**src/sv/teq_pkg.sv**
```systemverilog
// Package for the timed event queue: widths, mode and status codes.
package teq_pkg;
   localparam int QueueDepthDefault = 16;
   localparam int ResultLimit = 16;
   localparam int TimeWidth = 48;
   localparam int IdWidth = 32;
   localparam int KeyWidth = 16;

   localparam logic [2:0] MODE_POST_ABS = 3'd0;
   localparam logic [2:0] MODE_POST_DLY = 3'd1;
   localparam logic [2:0] MODE_CAN_ID = 3'd2;
   localparam logic [2:0] MODE_CAN_TYPE = 3'd3;
   localparam logic [2:0] MODE_CAN_MSG = 3'd4;
   localparam logic [2:0] MODE_CAN_ALL = 3'd5;
   localparam logic [2:0] MODE_TICK = 3'd6;
   localparam logic [2:0] MODE_UNUSED = 3'd7;

   localparam logic [1:0] ST_DONE = 2'd0;
   localparam logic [1:0] ST_FULL = 2'd1;
   localparam logic [1:0] ST_NONE = 2'd2;
   localparam logic [1:0] ST_FIRED = 2'd3;

   localparam logic signed [TimeWidth-1:0] TimeMax = {1'b0, {(TimeWidth-1){1'b1}}};

   typedef struct packed {
      logic [TimeWidth-1:0] etime;
      logic [IdWidth-1:0] id;
      logic [KeyWidth-1:0] etype;
      logic [KeyWidth-1:0] emsg;
   } entry_type;
endpackage

```
**src/sv/timed_event_queue_core.sv**
```systemverilog
// Top level of the timed event queue: sequencer over a single-write, single-read entry RAM.
// Post walks from the tail shifting later entries up, then writes the new one;
// cancel walks all entries and compacts the kept ones; tick fires due entries
// from the head, one response each up to ResultLimit, then compacts the rest;
// cancel-all and unused modes answer directly. Requests are taken one at a time.
// Reset: synchronous, active high; clears occupancy, sets id counter to 1.
module timed_event_queue_core
   import teq_pkg::*;
#(
   parameter int QueueDepth = QueueDepthDefault
) (
   input  logic                        clock,
   input  logic                        reset,
   input  logic                        req_valid,
   output logic                        req_stall,
   input  logic [2:0]                  req_mode,
   input  logic signed [TimeWidth-1:0] req_event_time,
   input  logic signed [TimeWidth-1:0] req_now_time,
   input  logic [KeyWidth-1:0]         req_event_type,
   input  logic [KeyWidth-1:0]         req_event_msg,
   input  logic [IdWidth-1:0]          req_cancel_id,
   input  logic                        req_first_only,
   output logic                        rsp_valid,
   input  logic                        rsp_stall,
   output logic [1:0]                  rsp_status,
   output logic [IdWidth-1:0]          rsp_out_id,
   output logic [KeyWidth-1:0]         rsp_out_type,
   output logic [KeyWidth-1:0]         rsp_out_msg,
   output logic [4:0]                  rsp_removed_count,
   output logic                        rsp_head_changed,
   output logic                        rsp_last
);
   localparam int AW = $clog2(QueueDepth);
   localparam int CW = $clog2(QueueDepth + 1);
   localparam int EW = $bits(entry_type);

   // Sequencer states
   localparam logic [2:0] S_IDLE = 3'd0;
   localparam logic [2:0] S_READ = 3'd1; // RAM read issued, data next cycle
   localparam logic [2:0] S_EXAM = 3'd2; // examine the entry just read
   localparam logic [2:0] S_MOVE = 3'd3; // write the moved entry
   localparam logic [2:0] S_RESP = 3'd4; // hold result until taken
   localparam logic [2:0] S_INS = 3'd5;  // write new entry at its slot

   logic [2:0] state_ff, state_in;
   logic [CW-1:0] occ_ff, occ_in;
   logic [IdWidth-1:0] nid_ff, nid_in;

   // Latched request
   logic [2:0] mode_ff, mode_in;
   logic signed [TimeWidth-1:0] t_ff, t_in;      // post time
   logic signed [TimeWidth-1:0] now_ff, now_in;
   logic [KeyWidth-1:0] ktype_ff, ktype_in, kmsg_ff, kmsg_in;
   logic [IdWidth-1:0] kid_ff, kid_in;
   logic first_ff, first_in;

   // Walk state
   logic [CW-1:0] idx_ff, idx_in;   // read index
   logic [CW-1:0] wr_ff, wr_in;     // compaction write index / shift index
   logic [CW-1:0] rem_ff, rem_in;   // removed count
   logic stop_ff, stop_in;          // first-only cancel already hit
   logic [4:0] fired_ff, fired_in;
   logic pend_ff, pend_in;          // fired item held until next entry is seen

   // Result register
   logic [1:0] r_status_ff, r_status_in;
   logic [IdWidth-1:0] r_id_ff, r_id_in;
   logic [KeyWidth-1:0] r_type_ff, r_type_in, r_msg_ff, r_msg_in;
   logic [4:0] r_rem_ff, r_rem_in;
   logic r_head_ff, r_head_in, r_last_ff, r_last_in;
   logic [2:0] after_ff, after_in; // state to enter once the result is taken

   // RAM port
   logic ram_we;
   logic [AW-1:0] ram_wa, ram_ra;
   entry_type ram_wd, ram_rd;

   teq_ram #(.Width(EW), .Depth(QueueDepth)) u_ram (
      .clock  (clock),
      .wr_en  (ram_we),
      .wr_addr(ram_wa),
      .wr_data(ram_wd),
      .rd_addr(ram_ra),
      .rd_data(ram_rd)
   );

   logic req_take;
   assign req_stall = (state_ff != S_IDLE);
   assign req_take = req_valid && !req_stall;

   // Delay sum with saturation
   logic signed [TimeWidth:0] dsum;
   assign dsum = {req_now_time[TimeWidth-1], req_now_time}
               + {req_event_time[TimeWidth-1], req_event_time};

   logic is_post, is_cancel, hit, due, ge_t;
   assign is_post = (mode_ff == MODE_POST_ABS) || (mode_ff == MODE_POST_DLY);
   assign is_cancel = (mode_ff == MODE_CAN_ID) || (mode_ff == MODE_CAN_TYPE)
                   || (mode_ff == MODE_CAN_MSG);

   always_comb begin
      case (mode_ff)
         MODE_CAN_ID:   hit = (ram_rd.id == kid_ff);
         MODE_CAN_TYPE: hit = (ram_rd.etype == ktype_ff);
         default:       hit = (ram_rd.emsg == kmsg_ff);
      endcase
   end
   assign due = ($signed(ram_rd.etime) <= now_ff) || ($signed(ram_rd.etime) <= 0)
             || ($signed(ram_rd.etime) == TimeMax);
   // post walks from the tail: shift entry right while its time > t
   assign ge_t = (t_ff >= $signed(ram_rd.etime));

   always_comb begin
      state_in = state_ff;
      occ_in = occ_ff;
      nid_in = nid_ff;
      mode_in = mode_ff;
      t_in = t_ff;
      now_in = now_ff;
      ktype_in = ktype_ff;
      kmsg_in = kmsg_ff;
      kid_in = kid_ff;
      first_in = first_ff;
      idx_in = idx_ff;
      wr_in = wr_ff;
      rem_in = rem_ff;
      stop_in = stop_ff;
      fired_in = fired_ff;
      pend_in = pend_ff;
      r_status_in = r_status_ff;
      r_id_in = r_id_ff;
      r_type_in = r_type_ff;
      r_msg_in = r_msg_ff;
      r_rem_in = r_rem_ff;
      r_head_in = r_head_ff;
      r_last_in = r_last_ff;
      after_in = after_ff;
      ram_we = 1'b0;
      ram_wa = wr_ff[AW-1:0];
      ram_wd = ram_rd;
      ram_ra = idx_ff[AW-1:0];

      case (state_ff)
         S_IDLE: begin
            if (req_take) begin
               mode_in = req_mode;
               now_in = req_now_time;
               ktype_in = req_event_type;
               kmsg_in = req_event_msg;
               kid_in = req_cancel_id;
               first_in = req_first_only;
               t_in = req_event_time;
               if (req_mode == MODE_POST_DLY && req_event_time > 0) begin
                  t_in = (dsum > $signed({1'b0, TimeMax})) ? TimeMax
                       : dsum[TimeWidth-1:0];
               end
               rem_in = '0;
               stop_in = 1'b0;
               fired_in = '0;
               pend_in = 1'b0;
               r_status_in = ST_NONE;
               r_id_in = '0;
               r_type_in = '0;
               r_msg_in = '0;
               r_rem_in = '0;
               r_head_in = 1'b0;
               r_last_in = 1'b1;
               after_in = S_IDLE;
               state_in = S_RESP;
               case (req_mode)
                  MODE_POST_ABS, MODE_POST_DLY: begin
                     if (occ_ff >= CW'(QueueDepth)) begin
                        r_status_in = ST_FULL;
                     end else begin
                        // walk from tail downward
                        wr_in = occ_ff;
                        idx_in = occ_ff - 1'b1;
                        state_in = (occ_ff == '0) ? S_INS : S_READ;
                     end
                  end
                  MODE_CAN_ID, MODE_CAN_TYPE, MODE_CAN_MSG: begin
                     idx_in = '0;
                     wr_in = '0;
                     state_in = (occ_ff == '0) ? S_RESP : S_READ;
                  end
                  MODE_CAN_ALL: begin
                     r_status_in = ST_DONE;
                     r_rem_in = 5'(occ_ff);
                     occ_in = '0;
                  end
                  MODE_TICK: begin
                     idx_in = '0;
                     state_in = (occ_ff == '0) ? S_RESP : S_READ;
                  end
                  default: begin
                  end
               endcase
            end
         end

         S_READ: begin
            state_in = S_EXAM;
         end

         S_EXAM: begin
            if (is_post) begin
               if (!ge_t) begin
                  // shift this entry one slot right
                  ram_we = 1'b1;
                  ram_wa = wr_ff[AW-1:0];
                  wr_in = wr_ff - 1'b1;
                  if (idx_ff == '0) begin
                     state_in = S_INS;
                  end else begin
                     idx_in = idx_ff - 1'b1;
                     state_in = S_READ;
                  end
               end else begin
                  state_in = S_INS;
               end
            end else if (is_cancel) begin
               if (hit && !stop_ff) begin
                  rem_in = rem_ff + 1'b1;
                  r_status_in = ST_DONE;
                  r_id_in = ram_rd.id;
                  r_type_in = ram_rd.etype;
                  r_msg_in = ram_rd.emsg;
                  if (first_ff) stop_in = 1'b1;
               end else begin
                  // keep: compact down
                  ram_we = (wr_ff != idx_ff);
                  wr_in = wr_ff + 1'b1;
               end
               if (idx_ff + 1'b1 >= occ_ff) begin
                  occ_in = occ_ff - (rem_in - rem_ff) - rem_ff;
                  r_rem_in = 5'(rem_in);
                  state_in = S_RESP;
               end else begin
                  idx_in = idx_ff + 1'b1;
                  state_in = S_READ;
               end
            end else if (pend_ff) begin
               // a fired item waits in the result register; it is the last
               // one unless the entry now read is due as well
               pend_in = 1'b0;
               r_last_in = !due;
               after_in = due ? S_EXAM : S_MOVE;
               state_in = S_RESP;
            end else begin
               // tick: head sits at idx_ff, entries below are already fired
               if (due) begin
                  r_status_in = ST_FIRED;
                  r_id_in = ram_rd.id;
                  r_type_in = ram_rd.etype;
                  r_msg_in = ram_rd.emsg;
                  fired_in = fired_ff + 1'b1;
                  idx_in = idx_ff + 1'b1;
                  if (idx_ff + 1'b1 >= occ_ff || fired_ff == 5'(ResultLimit - 1)) begin
                     r_last_in = 1'b1;
                     after_in = S_MOVE;
                     state_in = S_RESP;
                  end else begin
                     // read ahead before the item goes out
                     pend_in = 1'b1;
                     state_in = S_READ;
                  end
               end else if (fired_ff == '0) begin
                  state_in = S_RESP;
               end else begin
                  state_in = S_MOVE;
               end
            end
         end

         S_INS: begin
            ram_we = 1'b1;
            ram_wa = wr_ff[AW-1:0];
            ram_wd.etime = t_ff;
            ram_wd.id = nid_ff;
            ram_wd.etype = ktype_ff;
            ram_wd.emsg = kmsg_ff;
            r_status_in = ST_DONE;
            r_id_in = nid_ff;
            r_head_in = (wr_ff == '0);
            nid_in = (nid_ff + 1'b1 == '0) ? IdWidth'(1) : nid_ff + 1'b1;
            occ_in = occ_ff + 1'b1;
            state_in = S_RESP;
         end

         S_MOVE: begin
            // tick compaction: drop the fired prefix by moving the tail down.
            // wr_ff counts destination, idx_ff the source being read.
            if (rem_ff == '0) begin
               // first entry into the sweep
               rem_in = CW'(1);
               wr_in = '0;
               if (idx_ff >= occ_ff) begin
                  occ_in = '0;
                  state_in = S_IDLE;
               end else begin
                  ram_ra = idx_ff[AW-1:0];
               end
            end else if (rem_ff == CW'(1)) begin
               rem_in = CW'(2);
               ram_ra = idx_ff[AW-1:0];
            end else begin
               ram_we = 1'b1;
               wr_in = wr_ff + 1'b1;
               idx_in = idx_ff + 1'b1;
               ram_ra = idx_in[AW-1:0];
               rem_in = CW'(1);
               if (idx_ff + 1'b1 >= occ_ff) begin
                  occ_in = wr_ff + 1'b1;
                  state_in = S_IDLE;
               end
            end
         end

         S_RESP: begin
            if (!rsp_stall) begin
               state_in = after_ff;
               if (after_ff == S_MOVE) begin
                  rem_in = '0;
                  wr_in = '0;
               end
            end
         end

         default: state_in = S_IDLE;
      endcase
   end

   always_ff @(posedge clock) begin
      if (reset) begin
         state_ff <= S_IDLE;
         occ_ff <= '0;
         nid_ff <= IdWidth'(1);
      end else begin
         state_ff <= state_in;
         occ_ff <= occ_in;
         nid_ff <= nid_in;
      end
   end

   always_ff @(posedge clock) begin
      mode_ff <= mode_in;
      t_ff <= t_in;
      now_ff <= now_in;
      ktype_ff <= ktype_in;
      kmsg_ff <= kmsg_in;
      kid_ff <= kid_in;
      first_ff <= first_in;
      idx_ff <= idx_in;
      wr_ff <= wr_in;
      rem_ff <= rem_in;
      stop_ff <= stop_in;
      fired_ff <= fired_in;
      pend_ff <= pend_in;
      r_status_ff <= r_status_in;
      r_id_ff <= r_id_in;
      r_type_ff <= r_type_in;
      r_msg_ff <= r_msg_in;
      r_rem_ff <= r_rem_in;
      r_head_ff <= r_head_in;
      r_last_ff <= r_last_in;
      after_ff <= after_in;
   end

   assign rsp_valid = (state_ff == S_RESP);
   assign rsp_status = r_status_ff;
   assign rsp_out_id = r_id_ff;
   assign rsp_out_type = r_type_ff;
   assign rsp_out_msg = r_msg_ff;
   assign rsp_removed_count = r_rem_ff;
   assign rsp_head_changed = r_head_ff;
   assign rsp_last = r_last_ff;
endmodule

```
**src/sv/teq_ram.sv**
```systemverilog
// Generic single-write, single-read RAM with registered read data.
module teq_ram #(
   parameter int Width = 8,
   parameter int Depth = 16
) (
   input  logic                     clock,
   input  logic                     wr_en,
   input  logic [$clog2(Depth)-1:0] wr_addr,
   input  logic [Width-1:0]         wr_data,
   input  logic [$clog2(Depth)-1:0] rd_addr,
   output logic [Width-1:0]         rd_data
);
   logic [Width-1:0] mem_ff [Depth];
   logic [Width-1:0] rd_data_ff;

   always_ff @(posedge clock) begin
      if (wr_en) begin
         mem_ff[wr_addr] <= wr_data;
      end
      rd_data_ff <= mem_ff[rd_addr];
   end

   assign rd_data = rd_data_ff;
endmodule
```
**config.mk**
```make
export PLATFORM = sky130hd
export DESIGN_NAME = timed_event_queue_core
export DESIGN_NICKNAME = d
export VERILOG_FILES = /design/src/sv/teq_pkg.sv /design/src/sv/timed_event_queue_core.sv /design/src/sv/teq_ram.sv
export SDC_FILE = /design/constraint.sdc
export NUM_CORES = 2
export LEC_CHECK = 0
export ABC_CLOCK_PERIOD_IN_PS = 15800
export BUFFER_PORTS_ARGS = -buffer_cell sky130_fd_sc_hd__buf_2
export CAP_MARGIN = 20
export CORE_MARGIN = 2
export CORE_UTILIZATION = 30
export DETAILED_ROUTE_END_ITERATION = 10
export MAX_ROUTING_LAYER = met4
export SYNTH_ARGS = -nofsm -noshare
export SYNTH_HDL_FRONTEND = slang
export SYNTH_SLANG_ARGS = --single-unit
```
**constraint.sdc**
```tcl
create_clock -name clock -period 15.8 [get_ports clock]
set_input_delay 3.16 -clock clock [delete_from_list [all_inputs] [get_ports clock]]
set_output_delay 3.16 -clock clock [all_outputs]
set_load 0.005 [all_outputs]
```
==> metrics.md <==
| Metric | Value |
|---|---|
| Post-CTS setup buffer count | `0` |
| Pre-Repair DR Iteration Count | `6` |
| Status | `completed` |
| Die Span Y | `552.6 um` |
| Setup CP Type | `reg2reg` |
| Cell area after synthesis | `90300 sq um` |
| Synth Area in Adders | `2.580%` |
| Maximum clock rate | `158.4 MHz` |
| DP Wirelength | `143400 um` |
| Final Hold Fails | `0` |
| Root buffer cell | `clkbuf_16` |
| Main flop type after synthesis | `edfxtp_1` |
| Worst-Skew Late Latency | `0.92 ns` |
| Share of cells above drive strength 1 | `24.80%` |
| Setup TNS | `0 ns` |
| CTS tree | `yes` |
| Top cell type's share of synthesized area | `68.27%` |
| Multi-input logic area | `24230 sq um` |
| EDFF count, synth | `2053` |
| Warnings, synthesis | `0` |
| Horiz. Die Dim | `552.6 um` |
| Leak | `34.59 nW` |
| DRC errors left | `0` |
| Clk_skew | `0.1206 ns` |
| Critical Path Sink Type | `flip-flop` |
| Post-route minimum period | `6.314 ns` |
| Worst Path Arrival | `6.82 ns` |
| CTS Hold Bufs | `0` |
| RSZ-0062 raised after global routing | `false` |
| GR Overflow Total | `0` |
| Clock sink total | `2205` |
| IO Pins | `243` |
| Number of routed nets with antenna violations | `0` |
| Layout area overhead | `15.59%` |
| Vias in the first global route | `48857` |
| Max incr delay on CP | `0.84 ns` |
| DR vias/cell | `5.094` |
| #FFs+latches synth | `2205` |
| First-pass GRT wire length | `351900 um` |
| Family with the most delay on the worst path | `buffers and inverters` |
| Crit-path cells | `inv_1 -> ha_1 -> nand3_1 -> nor3_1 -> nand4bb_1 -> a21oi_1 -> nor4_2 -> buf_4 -> a21o_1 -> a21oi_2 -> a2111oi_4 -> buf_6 -> nor2_4 -> buf_4 -> buf_4 -> buf_4` |
| Placer congestion estimate | `0.8622` |
| Crit path max fanout | `41` |
| Main combinational cell family by area after synthesis | `multiplexers` |
| GRT Total Usage | `16.12%` |
| Yosys top cell by area | `edfxtp_1` |
| Worst-path clk slew | `0.06 ns` |
| Flip-flop and latch area | `64690 sq um` |
| Layout Nets | `5594` |
| Initial Util | `30.12%` |
| Tcrit/Tclk final | `39.96%` |
| Initial drt markers | `5258` |
| Max stage delay cell, worst path | `buf_4` |
| Bufs and invs on worst path | `6` |
| Number of antenna violations at the first check in global routing | `29` |
| Max_slew headroom | `19.97%` |
| Core ar. | `299800 sq um` |
| Hold WC Path Type | `reg2reg` |
| Mean Syn Cell Area | `18.59 sq um` |
| Final Setup Violations | `0` |
| Register area share after synthesis | `71.64%` |
| Post_cts resized | `0` |
| Crit path launch type | `flip-flop` |
| Slew of the pin with the lowest slew margin | `1.200 ns` |
| Maximum vdd ir drop | `0.1102 mV` |
| H-tree level count | `4` |
| Die area | `305400 sq um` |
| Synth Area in Simple Gates | `4.649%` |
| Mux cell area share after synthesis | `14.07%` |
| Final WL | `244400 um` |
| TritonCTS Buffers | `230` |
| Max-Cap Viols | `0` |
| DR WL/cell | `25.97 um` |
| Final-report max-slew violation count | `0` |
| Fillcell total | `27997` |
| Largest net degree at the start of global routing | `126` |
| CP dominant cell by count | `buf_4` |
| Clock Tree Buf Depth | `4` |
| Final core occ | `34.82%` |
| Via count | `47936` |
| Compound-Gate Fraction of Synth Area | `3.536%` |
| Worst Path Required | `16.31 ns` |
| Top cells by area, synth | `edfxtp_1 68%, mux4_2 14%, dfxtp_1 3.4%` |
| FFs w/ async S/R, synth | `0%` |
| Netlist cell types | `87` |
| PD cells | `174.7 nW/um^2` |
| Syn_nets | `5208` |
| Pwr Total | `18.23 mW` |
| Std-Cell Rows | `201` |
| Port Buf Inserts | `242` |
| Post-Syn Instances | `4858` |
| Synth Area in XOR/XNOR | `1.769%` |
## sequential cells by signal, summed over array words and instances (netlist names), 16 cells and up
register	cells
now_ff	48
kmsg_ff	16
t_ff	48
nid_ff	32
u_ram.rd_data	112
ktype_ff	16
u_ram.mem_ff	1792
rsp_out_msg	16
kid_ff	32
rsp_out_type	16
rsp_out_id	32
## worst min-delay path: cells and delay by family (launching register included)
family / cells / cell delay (ns)
flip-flops: 1 / 0.32
AO/OA/AOI/OAI: 2 / 0.13
## Yosys cell counts, drive strengths merged (5+ instances only)
| library cell | instances |
|---|---|
| nand4 | 68 |
| inv | 144 |
| a21oi | 117 |
| a21o | 55 |
| and2 | 5 |
| mux4 | 560 |
| ha | 175 |
| o22ai | 11 |
| mux2i | 9 |
| or3 | 13 |
| a31oi | 16 |
| nor2 | 116 |
| o211ai | 7 |
| buf | 129 |
| nand2b | 13 |
| o21ai | 122 |
| nor3 | 39 |
| o31ai | 7 |
| and3 | 52 |
| and4bb | 7 |
| edfxtp | 2053 |
| a211o | 5 |
| o22a | 46 |
| xor2 | 68 |
| nand3 | 58 |
| o21bai | 7 |
| o21a | 12 |
| dfxtp | 152 |
| o221ai | 8 |
| a311oi | 5 |
| a21boi | 7 |
| xnor2 | 111 |
| a2111oi | 6 |
| nand2 | 403 |
| nor4 | 46 |
| nor2b | 11 |
| clkbuf | 96 |
| a211oi | 15 |
| fa | 7 |
| a221oi | 9 |
| nand3b | 5 |
| or4 | 6 |
| and4 | 7 |
| a221o | 6 |
## metrics by stage
stage,area (sq um),instances,hold slack [ns],worst slack (ns)
2_1_floorplan,90300,4858,0.4581,4.590
3_3_place_gp,96710,8963,0.4675,8.741
3_5_place_dp,96740,8968,0.4884,8.977
4_1_cts,104300,9392,0.4977,9.467
5_1_grt,104400,9410,0.5361,9.060
6_report,104400,9411,0.4972,9.486
## area by class of cell
cell class	instances	share of cell area, %
Sequential cell	2205	61.98
Multi-Input combinational cell	2283	23.21
Clock buffer	312	6.118
Tap cell	3958	4.745
Timing Repair Buffer	379	2.238
Clock inverter	112	1.133
Inverter	145	0.5287
Antenna cell	17	0.04076
## final timing paths
path                                                 from                        endpoint  slack [ns]  cells after the start
worst min register to register    nid_ff[31]$_SDFFE_PP0P_         nid_ff[31]$_SDFFE_PP0P_        0.50                      2
worst min-delay path              nid_ff[31]$_SDFFE_PP0P_         nid_ff[31]$_SDFFE_PP0P_        0.50                      2
worst max register to register  u_ram.rd_data[86]$_DFF_P_  u_ram.mem_ff[15][58]$_DFFE_PP_        9.49                     16
worst max-delay path            u_ram.rd_data[86]$_DFF_P_  u_ram.mem_ff[15][58]$_DFFE_PP_        9.49                     16
## power by group
group | total [mW] | internal (mW) | switching (mW)
Sequential | 8.20 | 7.72 | 0.481
Combinational | 4.60 | 1.83 | 2.77
Clock | 5.43 | 3.16 | 2.27
Total | 18.2 | 12.7 | 5.52
## kinds of logic (layout without fill, tap and decap cells)
kind of cell	after synthesis	in the layout
compound gates	483	483
xor+xnor	180	180
fa+ha+maj	182	182
buf+inv	370	948
flops	2205	2205
mux	569	569
other cells	0	17
simple gates	869	869
## routing by layer
metal  up-vias  track usage [%]  routed length (um)
met5         -                -                   0
met4         0            3.878                5528
met3       348            2.322               14300
met2      1650            25.56              116900
li1      20447                -                   -
met1     25491            21.86              107600
## cell usage in the layout, fill, tap and decap left out, types with 9 or more instances in the layout
| cell | Yosys | final |
|---|---|---|
| edfxtp_1 | 2053 | 2053 |
| mux4_2 | 560 | 560 |
| nand2_1 | 402 | 402 |
| buf_2 | 111 | 245 |
| clkbuf_16 | 0 | 231 |
| ha_1 | 175 | 175 |
| dfxtp_1 | 152 | 151 |
| inv_1 | 142 | 141 |
| buf_4 | 5 | 125 |
| o21ai_0 | 117 | 116 |
| a21oi_1 | 114 | 113 |
| xnor2_1 | 110 | 109 |
| nor2_1 | 115 | 107 |
| xor2_1 | 68 | 67 |
| nand4_1 | 67 | 67 |
| nand3_1 | 57 | 56 |
| a21o_1 | 55 | 55 |
| clkbuf_1 | 96 | 51 |
| and3_1 | 50 | 50 |
| o22a_1 | 46 | 46 |
| nor4_1 | 44 | 43 |
| clkinv_2 | 0 | 38 |
| nor3_1 | 38 | 36 |
| clkbuf_8 | 0 | 30 |
| clkinv_1 | 1 | 23 |
| bufinv_16 | 0 | 20 |
| diode_2 | 0 | 17 |
| a211oi_1 | 15 | 15 |
| a31oi_1 | 15 | 14 |
| nand2b_1 | 13 | 13 |
| o21a_1 | 12 | 12 |
| or3_1 | 12 | 12 |
| clkinvlp_4 | 0 | 12 |
| nor2b_1 | 11 | 11 |
| o22ai_1 | 11 | 11 |
| a221oi_1 | 9 | 9 |
Note: power is estimated with default switching activity, not from simulation.
